**src/rtl/core/lpr_pkg.sv**
```systemverilog
`default_nettype none
// ----------------------------------------------------------------------------
// lpr_pkg: shared types and constants of the line pixel rasterizer
// Item layouts for the command and pixel channels, register codes, widths.
// ----------------------------------------------------------------------------
package lpr_pkg;

  localparam int COORD_W = 12;           // signed coordinate width
  localparam int ADDR_W  = 22;           // framebuffer address width
  localparam int REG_W   = 12;           // frame size register width
  localparam int ERR_W   = COORD_W + 2;  // Bresenham error term

  localparam int APB_AW = 3;
  localparam int APB_DW = 32;

  // command codes
  localparam logic ACT_LINE = 1'b0;
  localparam logic ACT_TICK = 1'b1;

  // register indexes
  localparam logic REG_FRAME_WIDTH  = 1'b0;
  localparam logic REG_FRAME_HEIGHT = 1'b1;

  localparam logic [REG_W-1:0] FRAME_WIDTH_RST  = REG_W'(1280);
  localparam logic [REG_W-1:0] FRAME_HEIGHT_RST = REG_W'(720);

  typedef struct packed {
    logic                      action;
    logic signed [COORD_W-1:0] start_x;
    logic signed [COORD_W-1:0] start_y;
    logic signed [COORD_W-1:0] end_x;
    logic signed [COORD_W-1:0] end_y;
  } lpr_cmd_t;

  typedef struct packed {
    logic signed [COORD_W-1:0] pixel_x;
    logic signed [COORD_W-1:0] pixel_y;
    logic                      in_frame;
    logic [ADDR_W-1:0]         pixel_address;
    logic                      last_pixel;
  } lpr_pix_t;

  // current cursor as seen by the address pipeline
  typedef struct packed {
    logic signed [COORD_W-1:0] x;
    logic signed [COORD_W-1:0] y;
    logic                      last;
  } lpr_cursor_t;

endpackage
`default_nettype wire

```
**src/rtl/core/lpr_stepper.sv**
```systemverilog
`default_nettype none
// ----------------------------------------------------------------------------
// lpr_stepper: Bresenham line state
// Loads endpoints on a line command and advances one step per emitted pixel.
// ----------------------------------------------------------------------------
module lpr_stepper (
  input  logic                clk,
  input  logic                rst,
  input  logic                load,
  input  logic                step,
  input  lpr_pkg::lpr_cmd_t   cmd,
  output logic                active,
  output lpr_pkg::lpr_cursor_t cur
);
  import lpr_pkg::*;

  localparam int DIFF_W = COORD_W + 1;
  localparam int E2_W   = ERR_W + 1;

  logic                      line_active;
  logic signed [COORD_W-1:0] cursor_x, cursor_y;
  logic signed [COORD_W-1:0] target_x, target_y;
  logic [COORD_W-1:0]        span_x, span_y;
  logic                      dir_x_negative, dir_y_negative;
  logic signed [ERR_W-1:0]   error_term;

  logic signed [DIFF_W-1:0]  diff_x, diff_y;
  logic [COORD_W-1:0]        span_x_next, span_y_next;
  logic signed [ERR_W-1:0]   sx_e, sy_e, sxn_e, syn_e;
  logic signed [E2_W-1:0]    e2, sx_e2, sy_e2;
  logic                      take_x, take_y, at_end;
  logic signed [ERR_W-1:0]   error_term_next;
  logic signed [COORD_W-1:0] cursor_x_next, cursor_y_next, inc_x, inc_y;

  // line setup
  always_comb begin
    diff_x      = DIFF_W'(cmd.end_x) - DIFF_W'(cmd.start_x);
    diff_y      = DIFF_W'(cmd.end_y) - DIFF_W'(cmd.start_y);
    span_x_next = diff_x[DIFF_W-1] ? COORD_W'(-diff_x) : COORD_W'(diff_x);
    span_y_next = diff_y[DIFF_W-1] ? COORD_W'(-diff_y) : COORD_W'(diff_y);
    sxn_e       = ERR_W'(signed'({1'b0, span_x_next}));
    syn_e       = ERR_W'(signed'({1'b0, span_y_next}));
  end

  // one Bresenham step
  always_comb begin
    at_end  = (cursor_x == target_x) && (cursor_y == target_y);
    sx_e    = ERR_W'(signed'({1'b0, span_x}));
    sy_e    = ERR_W'(signed'({1'b0, span_y}));
    e2      = {error_term, 1'b0};
    sx_e2   = E2_W'(sx_e);
    sy_e2   = E2_W'(sy_e);
    take_x  = e2 > -sy_e2;
    take_y  = e2 < sx_e2;
    error_term_next = error_term - (take_x ? sy_e : '0) + (take_y ? sx_e : '0);
    inc_x   = dir_x_negative ? '1 : COORD_W'(1);
    inc_y   = dir_y_negative ? '1 : COORD_W'(1);
    cursor_x_next = take_x ? cursor_x + inc_x : cursor_x;
    cursor_y_next = take_y ? cursor_y + inc_y : cursor_y;
  end

  always_ff @(posedge clk) begin
    if (rst) begin
      line_active <= 1'b0;
    end else if (load) begin
      line_active <= 1'b1;
    end else if (step && line_active && at_end) begin
      line_active <= 1'b0;
    end
  end

  always_ff @(posedge clk) begin
    if (load) begin
      cursor_x       <= cmd.start_x;
      cursor_y       <= cmd.start_y;
      target_x       <= cmd.end_x;
      target_y       <= cmd.end_y;
      span_x         <= span_x_next;
      span_y         <= span_y_next;
      dir_x_negative <= diff_x[DIFF_W-1] || (diff_x == '0);
      dir_y_negative <= diff_y[DIFF_W-1] || (diff_y == '0);
      error_term     <= sxn_e - syn_e;
    end else if (step && line_active && !at_end) begin
      cursor_x   <= cursor_x_next;
      cursor_y   <= cursor_y_next;
      error_term <= error_term_next;
    end
  end

  assign active = line_active;
  assign cur    = '{x: cursor_x, y: cursor_y, last: at_end};

endmodule
`default_nettype wire

```
**src/rtl/core/lpr_pipe.sv**
```systemverilog
`default_nettype none
// ----------------------------------------------------------------------------
// lpr_pipe: bounds check and framebuffer address
// Stage 1 registers bounds flag and flipped row, stage 2 the address product.
// ----------------------------------------------------------------------------
module lpr_pipe (
  input  logic                 clk,
  input  logic                 rst,
  input  logic                 push,
  input  lpr_pkg::lpr_cursor_t cur,
  input  logic [lpr_pkg::REG_W-1:0] frame_width,
  input  logic [lpr_pkg::REG_W-1:0] frame_height,
  input  logic                 pix_stall,
  output logic                 hold,
  output logic                 pix_valid,
  output lpr_pkg::lpr_pix_t    pix
);
  import lpr_pkg::*;

  localparam int CMP_W = (COORD_W > REG_W) ? COORD_W : REG_W;
  localparam int SUM_W = 2 * REG_W + 1;

  logic                      s1_valid;
  logic signed [COORD_W-1:0] s1_x, s1_y;
  logic                      s1_last, s1_inside;
  logic [REG_W-1:0]          s1_row;

  logic                      out_valid;
  lpr_pix_t                  out_pix;

  logic [CMP_W-1:0]          x_u, y_u;
  logic                      in_bounds;
  logic [REG_W-1:0]          row;
  logic [2*REG_W-1:0]        prod;
  logic [SUM_W-1:0]          sum;
  logic                      s2_load;

  always_comb begin
    x_u       = CMP_W'($unsigned(cur.x));
    y_u       = CMP_W'($unsigned(cur.y));
    in_bounds = !cur.x[COORD_W-1] && !cur.y[COORD_W-1] &&
                (x_u < CMP_W'(frame_width)) && (y_u < CMP_W'(frame_height));
    // vertical flip; only meaningful when in bounds
    row    = frame_height - REG_W'(1) - REG_W'($unsigned(cur.y));
    prod   = s1_row * frame_width;
    sum    = SUM_W'(prod) + SUM_W'(REG_W'($unsigned(s1_x)));
  end

  assign s2_load = !out_valid || !pix_stall;
  assign hold    = s1_valid && !s2_load;

  always_ff @(posedge clk) begin
    if (rst) begin
      s1_valid <= 1'b0;
    end else if (!hold) begin
      s1_valid <= push;
    end
  end

  always_ff @(posedge clk) begin
    if (push && !hold) begin
      s1_x      <= cur.x;
      s1_y      <= cur.y;
      s1_last   <= cur.last;
      s1_inside <= in_bounds;
      s1_row    <= row;
    end
  end

  always_ff @(posedge clk) begin
    if (rst) begin
      out_valid <= 1'b0;
    end else if (s2_load) begin
      out_valid <= s1_valid;
    end
  end

  always_ff @(posedge clk) begin
    if (s2_load && s1_valid) begin
      out_pix.pixel_x       <= s1_x;
      out_pix.pixel_y       <= s1_y;
      out_pix.in_frame      <= s1_inside;
      out_pix.pixel_address <= s1_inside ? ADDR_W'(sum) : '0;
      out_pix.last_pixel    <= s1_last;
    end
  end

  assign pix_valid = out_valid;
  assign pix       = out_pix;

endmodule
`default_nettype wire

```
**src/rtl/core/line_pixel_rasterizer_unit.sv**
```systemverilog
`default_nettype none
// A tick item's pixel is registered in stage 1 of the pipe, then in its output register.
// Throughput: one item per cycle while cmd_stall is low; an accepted tick steps a line short of its end.
// The cursor update (compare plus add) and the 12x12 address multiply set the pace.
// Reset (rst, synchronous, active high) drops any line, empties the pipeline and
// sets the frame to 1280 x 720.
// ----------------------------------------------------------------------------
// line_pixel_rasterizer_unit: Bresenham line stepper with framebuffer address
// Line commands load endpoints; each tick on an active line emits the current pixel and steps.
// ----------------------------------------------------------------------------
module line_pixel_rasterizer_unit (
  input  logic                          clk,
  input  logic                          rst,
  input  logic                          cmd_valid,
  output logic                          cmd_stall,
  input  lpr_pkg::lpr_cmd_t             cmd,
  output logic                          pix_valid,
  input  logic                          pix_stall,
  output lpr_pkg::lpr_pix_t             pix,
  input  logic                          psel,
  input  logic                          penable,
  input  logic                          pwrite,
  input  logic [lpr_pkg::APB_AW-1:0]    paddr,
  input  logic [lpr_pkg::APB_DW-1:0]    pwdata,
  output logic [lpr_pkg::APB_DW-1:0]    prdata,
  output logic                          pready
);
  import lpr_pkg::*;

  localparam int REG_SEL_BIT = 2;  // 4-byte register spacing

  logic [REG_W-1:0] frame_width, frame_height;
  logic             cfg_wr, reg_idx;
  logic             cmd_acc, line_load, tick, push, active, hold;
  lpr_cursor_t      cur;

  assign pready  = 1'b1;
  assign cfg_wr  = psel && penable && pwrite && pready;
  assign reg_idx = paddr[REG_SEL_BIT];

  always_ff @(posedge clk) begin
    if (rst) begin
      frame_width  <= FRAME_WIDTH_RST;
      frame_height <= FRAME_HEIGHT_RST;
    end else if (cfg_wr) begin
      case (reg_idx)
        REG_FRAME_WIDTH:  frame_width  <= pwdata[REG_W-1:0];
        REG_FRAME_HEIGHT: frame_height <= pwdata[REG_W-1:0];
        default: ;
      endcase
    end
  end

  always_comb begin
    case (reg_idx)
      REG_FRAME_WIDTH:  prdata = APB_DW'(frame_width);
      REG_FRAME_HEIGHT: prdata = APB_DW'(frame_height);
      default:          prdata = '0;
    endcase
  end

  assign cmd_stall = hold;
  assign cmd_acc   = cmd_valid && !cmd_stall;
  assign line_load = cmd_acc && (cmd.action == ACT_LINE);
  assign tick      = cmd_acc && (cmd.action == ACT_TICK);
  assign push      = tick && active;

  lpr_stepper u_stepper (
    .clk    (clk),
    .rst    (rst),
    .load   (line_load),
    .step   (tick),
    .cmd    (cmd),
    .active (active),
    .cur    (cur)
  );

  lpr_pipe u_pipe (
    .clk          (clk),
    .rst          (rst),
    .push         (push),
    .cur          (cur),
    .frame_width  (frame_width),
    .frame_height (frame_height),
    .pix_stall    (pix_stall),
    .hold         (hold),
    .pix_valid    (pix_valid),
    .pix          (pix)
  );

  // the end point retires the line
  a_last_ends_line: assert property (@(posedge clk) disable iff (rst)
    push && cur.last |=> !active)
    else $error("line still active after last pixel");

  // input side stalls only behind a stalled full output
  a_stall_cause: assert property (@(posedge clk) disable iff (rst)
    cmd_stall |-> pix_valid && pix_stall)
    else $error("command stalled without output back-pressure");

  a_offframe_addr: assert property (@(posedge clk) disable iff (rst)
    pix_valid && !pix.in_frame |-> pix.pixel_address == '0)
    else $error("nonzero address for off-frame pixel");

  a_inframe_coords: assert property (@(posedge clk) disable iff (rst)
    pix_valid && pix.in_frame |-> !pix.pixel_x[COORD_W-1] && !pix.pixel_y[COORD_W-1])
    else $error("negative coordinate flagged in frame");

endmodule
`default_nettype wire

```
**config.mk**
```make
export PLATFORM = sky130hd
export DESIGN_NAME = line_pixel_rasterizer_unit
export DESIGN_NICKNAME = d
export VERILOG_FILES = /design/src/rtl/core/lpr_pkg.sv /design/src/rtl/core/lpr_stepper.sv /design/src/rtl/core/lpr_pipe.sv /design/src/rtl/core/line_pixel_rasterizer_unit.sv
export SDC_FILE = /design/constraint.sdc
export NUM_CORES = 1
export LEC_CHECK = 0
export ABC_CLOCK_PERIOD_IN_PS = 7600
export BUFFER_PORTS_ARGS = -buffer_cell sky130_fd_sc_hd__buf_2
export CAP_MARGIN = 10
export CORE_ASPECT_RATIO = 0.9
export CORE_UTILIZATION = 61
export CTS_CLUSTER_SIZE = 40
export DETAILED_ROUTE_END_ITERATION = 6
export PLACE_DENSITY = 0.93
export SYNTH_ARGS = -nofsm -noshare
export SYNTH_HDL_FRONTEND = slang
export SYNTH_SLANG_ARGS = --single-unit
```
**constraint.sdc**
```tcl
create_clock -name clk -period 7.6 [get_ports clk]
set_input_delay 1.14 -clock clk [delete_from_list [all_inputs] [get_ports clk]]
set_output_delay 1.14 -clock clk [all_outputs]
set_load 0.02 [all_outputs]
```
Word-level counts from Yosys, hierarchy flattened --
Cells that the tools add are included.
Word-level totals: ROM bits 0, memories 0, output and inout bits 83, register bits after elaboration 201, latch bits 0, memory bits (writable) 0
Cells by class: mux-type cells 17, $add $sub $neg 13, bitwise gates (word level) 2, divide/modulo/power cells 0, magnitude comparators 4, shifts and indexed selects 0, reduce and logical (&&, ||, !) cells 35, equal/unequal tests 2, multiply operators 1
Operators with widths (count):
- $mux 12 | 12
- $pmux 32 s2 | 1
- $sub 12x12->13 | 3
- $mux 14 | 2
- $logic_not 13->1 | 2
- $add 12x12->12 | 2
- $eq 12x12->1 | 2
- $lt 12x12->1 | 2
- $neg 12->12 | 2
- $add 22x12->22 | 1
- $mul 12x12->22 | 1
- $gt 15x15->1 | 1
- $logic_and 1x1->1 | 15
- $lt 15x13->1 | 1
- $neg 12->15 | 1
- $add 14x14->14 | 1
- $sub 14x14->14 | 1
- $sub 12x1->12 const B | 1
- $sub 12x12->12 | 1
- $reduce_and 2->1 | 4
- $reduce_bool 2->1 | 4
- $logic_not 1->1 | 7
- $logic_or 1x1->1 | 3
- $mux 1 | 2
- $not 1->1 | 2

Depth between registers and ports, before layout --
depth in word-level cells 11, mapped depth 26

By module --
A second synthesis with hierarchy kept.
Second synthesis, totals: cell total of the unflattened synthesis 1912, area, all modules 18685.4 sq um
Modules (own cells, without submodules):
- lpr_pipe | instances 1, area each 8893.5 sq um, seq. area each 2622.5 sq um, cells each 870
- lpr_stepper | instances 1, area each 8426.8 sq um, seq. area each 2662.6 sq um, cells each 903
- line_pixel_rasterizer_unit | instances 1, area each 1365.1 sq um, seq. area each 480.5 sq um, cells each 139

Worst setup path before layout --
Ideal clock, no wire load.
path type register to register, start point register frame_width[2], end point register u_pipe.out_pix (netlist bit u_pipe.pix[21]), data pin, clock period less this slack 5.334 ns, arrival 5.080 ns, setup time 0.255 ns, slack 2.266 ns, cell stages (with the launch flop) 19, buffers on the path 1, cell sequence dfxtp_1 > clkbuf_1 > nand2_1 > fa_1 > inv_1 > fa_1 > inv_1 > fa_1 > inv_1 > fa_1 > fa_1 > ha_1 > or4_1 > a21oi_1 > nor4_1 > nor4_1 > o41ai_1 > xnor2_1 > and2_1
Between the ends: word-level cells in the longest chain between the ends 2
RTL lines:
- start, declared | line line_pixel_rasterizer_unit.sv:32 | logic [REG_W-1:0] frame_width, frame_height;
- start signal, assigned | line line_pixel_rasterizer_unit.sv:47 | REG_FRAME_WIDTH: frame_width <= pwdata[REG_W-1:0];
- $mul 12x12->22 | line lpr_pipe.sv:45 | prod = s1_row * frame_width;
- $add 22x12->22 | line lpr_pipe.sv:46 | sum = SUM_W'(prod) + SUM_W'(REG_W'($unsigned(s1_x)));
- end, declared | line lpr_pipe.sv:29 | lpr_pix_t out_pix;
No other way between the ends. A chain may end at the register's enable or synchronous reset.

Worst setup path in the final report --
start point register u_stepper.span_y[4], end point register u_stepper.error_term[10], data pin
Between the ends: word-level cells in the longest chain between the ends 7
RTL lines:
- start, declared | line lpr_stepper.sv:23 | logic [COORD_W-1:0] span_x, span_y;
- start signal, assigned | line lpr_stepper.sv:79 | span_y <= span_y_next;
- $neg 12->15 | line lpr_stepper.sv:53 | take_x = e2 > -sy_e2;
- $gt 15x15->1 | line lpr_stepper.sv:53
- $mux 12 (*) | line lpr_stepper.sv:55 | error_term_next = error_term - (take_x ? sy_e : '0) + (take_y ? sx_e : '0);
- $sub 14x14->14 (*) | line lpr_stepper.sv:55
- $add 14x14->14 (*) | line lpr_stepper.sv:55
- $mux 14 (*) | line lpr_stepper.sv:83 | end else if (step && line_active && !at_end) begin
- $mux 14 (*) | line lpr_stepper.sv:73 | if (load) begin
- end signal, assigned | line lpr_stepper.sv:82 | error_term <= sxn_e - syn_e;
- end signal, assigned | line lpr_stepper.sv:86 | error_term <= error_term_next;
- end, declared | line lpr_stepper.sv:25 | logic signed [ERR_W-1:0] error_term;
Every way passes the cells marked *; elsewhere a longest branch is shown, timed or not. The select of a mux whose other input is x is not followed.

==> impl_metrics.env <==
export IMPL_cp_end_kind="flop"
export IMPL_insertion_delay_ns=0.54
export IMPL_detail_route_antenna_nets=0
export IMPL_syn_area_per_cell_um2=9.76
export IMPL_total_power_mw=5.43
export IMPL_postLayoutCellArea_um2=19600
export IMPL_coreArea_um2=28900
export IMPL_fmax_ghz=0.156
export IMPL_path_class="flop to flop"
export IMPL_vias=14300
export IMPL_synthCells=1840
export IMPL_p_leak_nw=8.87
export IMPL_yosysWarnings=0
export IMPL_clkSinkCount=201
export IMPL_synth_flop_cell="edfxtp_1"
export IMPL_synth_top_area_share=0.291
export IMPL_fin_crit_sh=0.844
export IMPL_synth_compound_area_share=0.123
export IMPL_area_growth_syn_to_layout_pct=9.36
export IMPL_hpwl_um=34900
export IMPL_mostFrequentLayoutCells="inv_1, nand2_1, ha_1"
export IMPL_final_util=0.679
export IMPL_drt_pre_antenna_iters=6
export IMPL_setup_violations=0
export IMPL_yosysSeqAreaShare=0.321
export IMPL_cts_root_buf="clkbuf_16"
export IMPL_arrival_ns=6.65
export IMPL_grt_total_usage=0.308
export IMPL_slew_viol_final=0
export IMPL_die_w_um=183
export IMPL_vias_per_cell=6.04
export IMPL_synthXorXnorAreaFrac=0.0678
export IMPL_hp_class="flop to flop"
export IMPL_slew_headroom=0.202
export IMPL_cts_buffers=23
export IMPL_wire_per_inst_um=19.4
export IMPL_cts_hold_buf=0
export IMPL_largest_reg_flops=48
export IMPL_place_congestion=0.987
export IMPL_drc_errors=0
export IMPL_row_count=59
export IMPL_max_cap_viol_count=0
export IMPL_initial_utilization=0.621
export IMPL_dieArea_um2=30100
export IMPL_fin_tns_setup_ns=0
export IMPL_synth_top_family_by_area="adder cells"
export IMPL_status="completed"
export IMPL_placement_io_buffers=130
export IMPL_antenna_found_initial=2
export IMPL_fin_nets=2362
export IMPL_first_global_vias=14500
export IMPL_nFillCells=2002
export IMPL_min_period_ns=6.41
export IMPL_chipHeight_um=165
export IMPL_tightest_slew_ns=1.19
export IMPL_placed_area_um2=18900
export IMPL_finalHoldViolations=0
export IMPL_synth_area_leaders="edfxtp_1, fa_1, ha_1"
export IMPL_yosys_register_bits=201
export IMPL_yosys_area_share_simple=0.133
export IMPL_layout_commonest_cell="inv_1"
export IMPL_cts_buffer_depth=3
export IMPL_synthArstFlopShare=0
export IMPL_muxShareOfSynthArea=0.00174
export IMPL_timing_critical_path_from_type="flop"
export IMPL_r2r_start="u_stepper.span_y[4]"
export IMPL_synthAdderAreaFrac=0.277
export IMPL_ctsHtreeMaxLevel=1
export IMPL_required_ns=7.84
export IMPL_crit_start="u_stepper.span_y[4]"
export IMPL_cts_resized=0
export IMPL_powerDensity_nw_per_um2=277
export IMPL_overflow=0
export IMPL_synthesis_area_um2=18000
export IMPL_first_iter_violations=1046
export IMPL_irDropWorstVdd_uv=365
export IMPL_grt_pass1_wl_um=72000
export IMPL_ys_types=72
export IMPL_cp_max_fo=13
export IMPL_drive_gt1_frac=0.0956
export IMPL_grt_max_degree=98
export IMPL_cts_tree="done"
export IMPL_finClkSkew_ns=0.0235
export IMPL_cts_setup_buffers=0
export IMPL_hold_start="u_pipe.s1_y[4]"
export IMPL_synth_edf_count=174
export IMPL_clk_pin_slew_ns=0.06
export IMPL_ios=174
export IMPL_drt_wl_total_um=45800
export IMPL_netlist_top_cell_by_area="edfxtp_1"
export IMPL_rsz0062_at_grt="no"
==> final cells by class <==
| cell class | instances | area [um2] | area share |
|---|---|---|---|
| Multi-Input combinational cell | 1319 | 10900 | 0.556 |
| Sequential cell | 201 | 5770 | 0.294 |
| Inverter | 270 | 1010 | 0.0516 |
| Timing Repair Buffer | 135 | 688 | 0.0350 |
| Clock buffer | 28 | 594 | 0.0303 |
| Tap cell | 396 | 495 | 0.0252 |
| Clock inverter | 13 | 164 | 0.00835 |
| Antenna cell | 1 | 2.50 | 0.000127 |
==> final timing paths <==
path / cells past startpoint / end / slack [ns]
worst max-delay path: 22 / u_stepper.error_term[10] / 1.19
worst min-delay path: 0 / u_pipe.pix[28] / 0.41
worst max register to register: 22 / u_stepper.error_term[10] / 1.19
worst min register to register: 0 / u_pipe.pix[28] / 0.41
==> layer usage <==
metal | GRT usage | up-vias | part of all wire | wire (um)
li1 | - | 6378 | - | -
met1 | 0.367 | 6800 | 0.37 | 17000
met2 | 0.520 | 874 | 0.46 | 21200
met3 | 0.0723 | 222 | 0.11 | 4850
met4 | 0.165 | 2 | 0.058 | 2670
met5 | 0 | - | 0.00024 | 11
==> metrics by stage <==
step                      hold slack, ns  std cells  setup slack, ns
final                              0.410       2363             1.19
after global routing               0.419       2362            0.875
after CTS                          0.413       2362             1.41
after detailed placement           0.406       2321             1.49
after global placement             0.406       2321             1.72
after floorplan                    0.400       1859             2.27
==> synth_stat cells, drive strengths merged, types with 4 or more instances <==
master / n
xor2: 52
o41ai: 9
and2: 88
clkbuf: 44
ha: 193
o21bai: 7
nand3: 17
o21a: 20
nand2b: 12
a211oi: 4
nor2: 71
or3: 16
fa: 128
edfxtp: 174
a21o: 36
buf: 25
or4: 5
nor3: 23
a211o: 6
a21oi: 115
a21boi: 11
nand2: 202
inv: 270
o31ai: 14
or2: 5
a31oi: 7
nor4: 9
o21ai: 80
dfxtp: 27
nand4: 8
and3: 6
nor2b: 17
and4: 5
xnor2: 87
==> kinds of logic after synthesis <==
group                      count (synthesis)
xor gates and xnor gates                 139
adders and majority gates                321
other                                      2
buffers and inverters                    339
muxes                                      3
AOI/OAI and AO/OA                        342
DFF                                      201
and+or+nand+nor                          493
==> worst max-delay path: stages, from the launching register on <==
cell and delay (ns):
edfxtp_1 0.47, or4_1 0.62, nor3_1 0.24, nand2_1 0.19, o41ai_1 0.29, o21ai_0 0.18, ha_1 0.32, nand2_1 0.06
nor3_1 0.28, a21oi_1 0.15, a31oi_1 0.22, a21o_1 0.38, and2_1 0.23, fa_1 0.47, fa_1 0.48, nor2b_1 0.12
o21ai_0 0.11, a21boi_0 0.28, o21ai_0 0.19, a21oi_1 0.36, a21oi_1 0.13, xor2_1 0.22, o21ai_0 0.10
==> power by group <==
| part | switching, mW | total, mW | internal (mW) |
|---|---|---|---|
| clock | 0.467 | 1.13 | 0.664 |
| sequential | 0.137 | 1.55 | 1.42 |
| combinational | 1.59 | 2.75 | 1.16 |
| total | 2.19 | 5.43 | 3.24 |
Power figures use the tool's default switching activity.
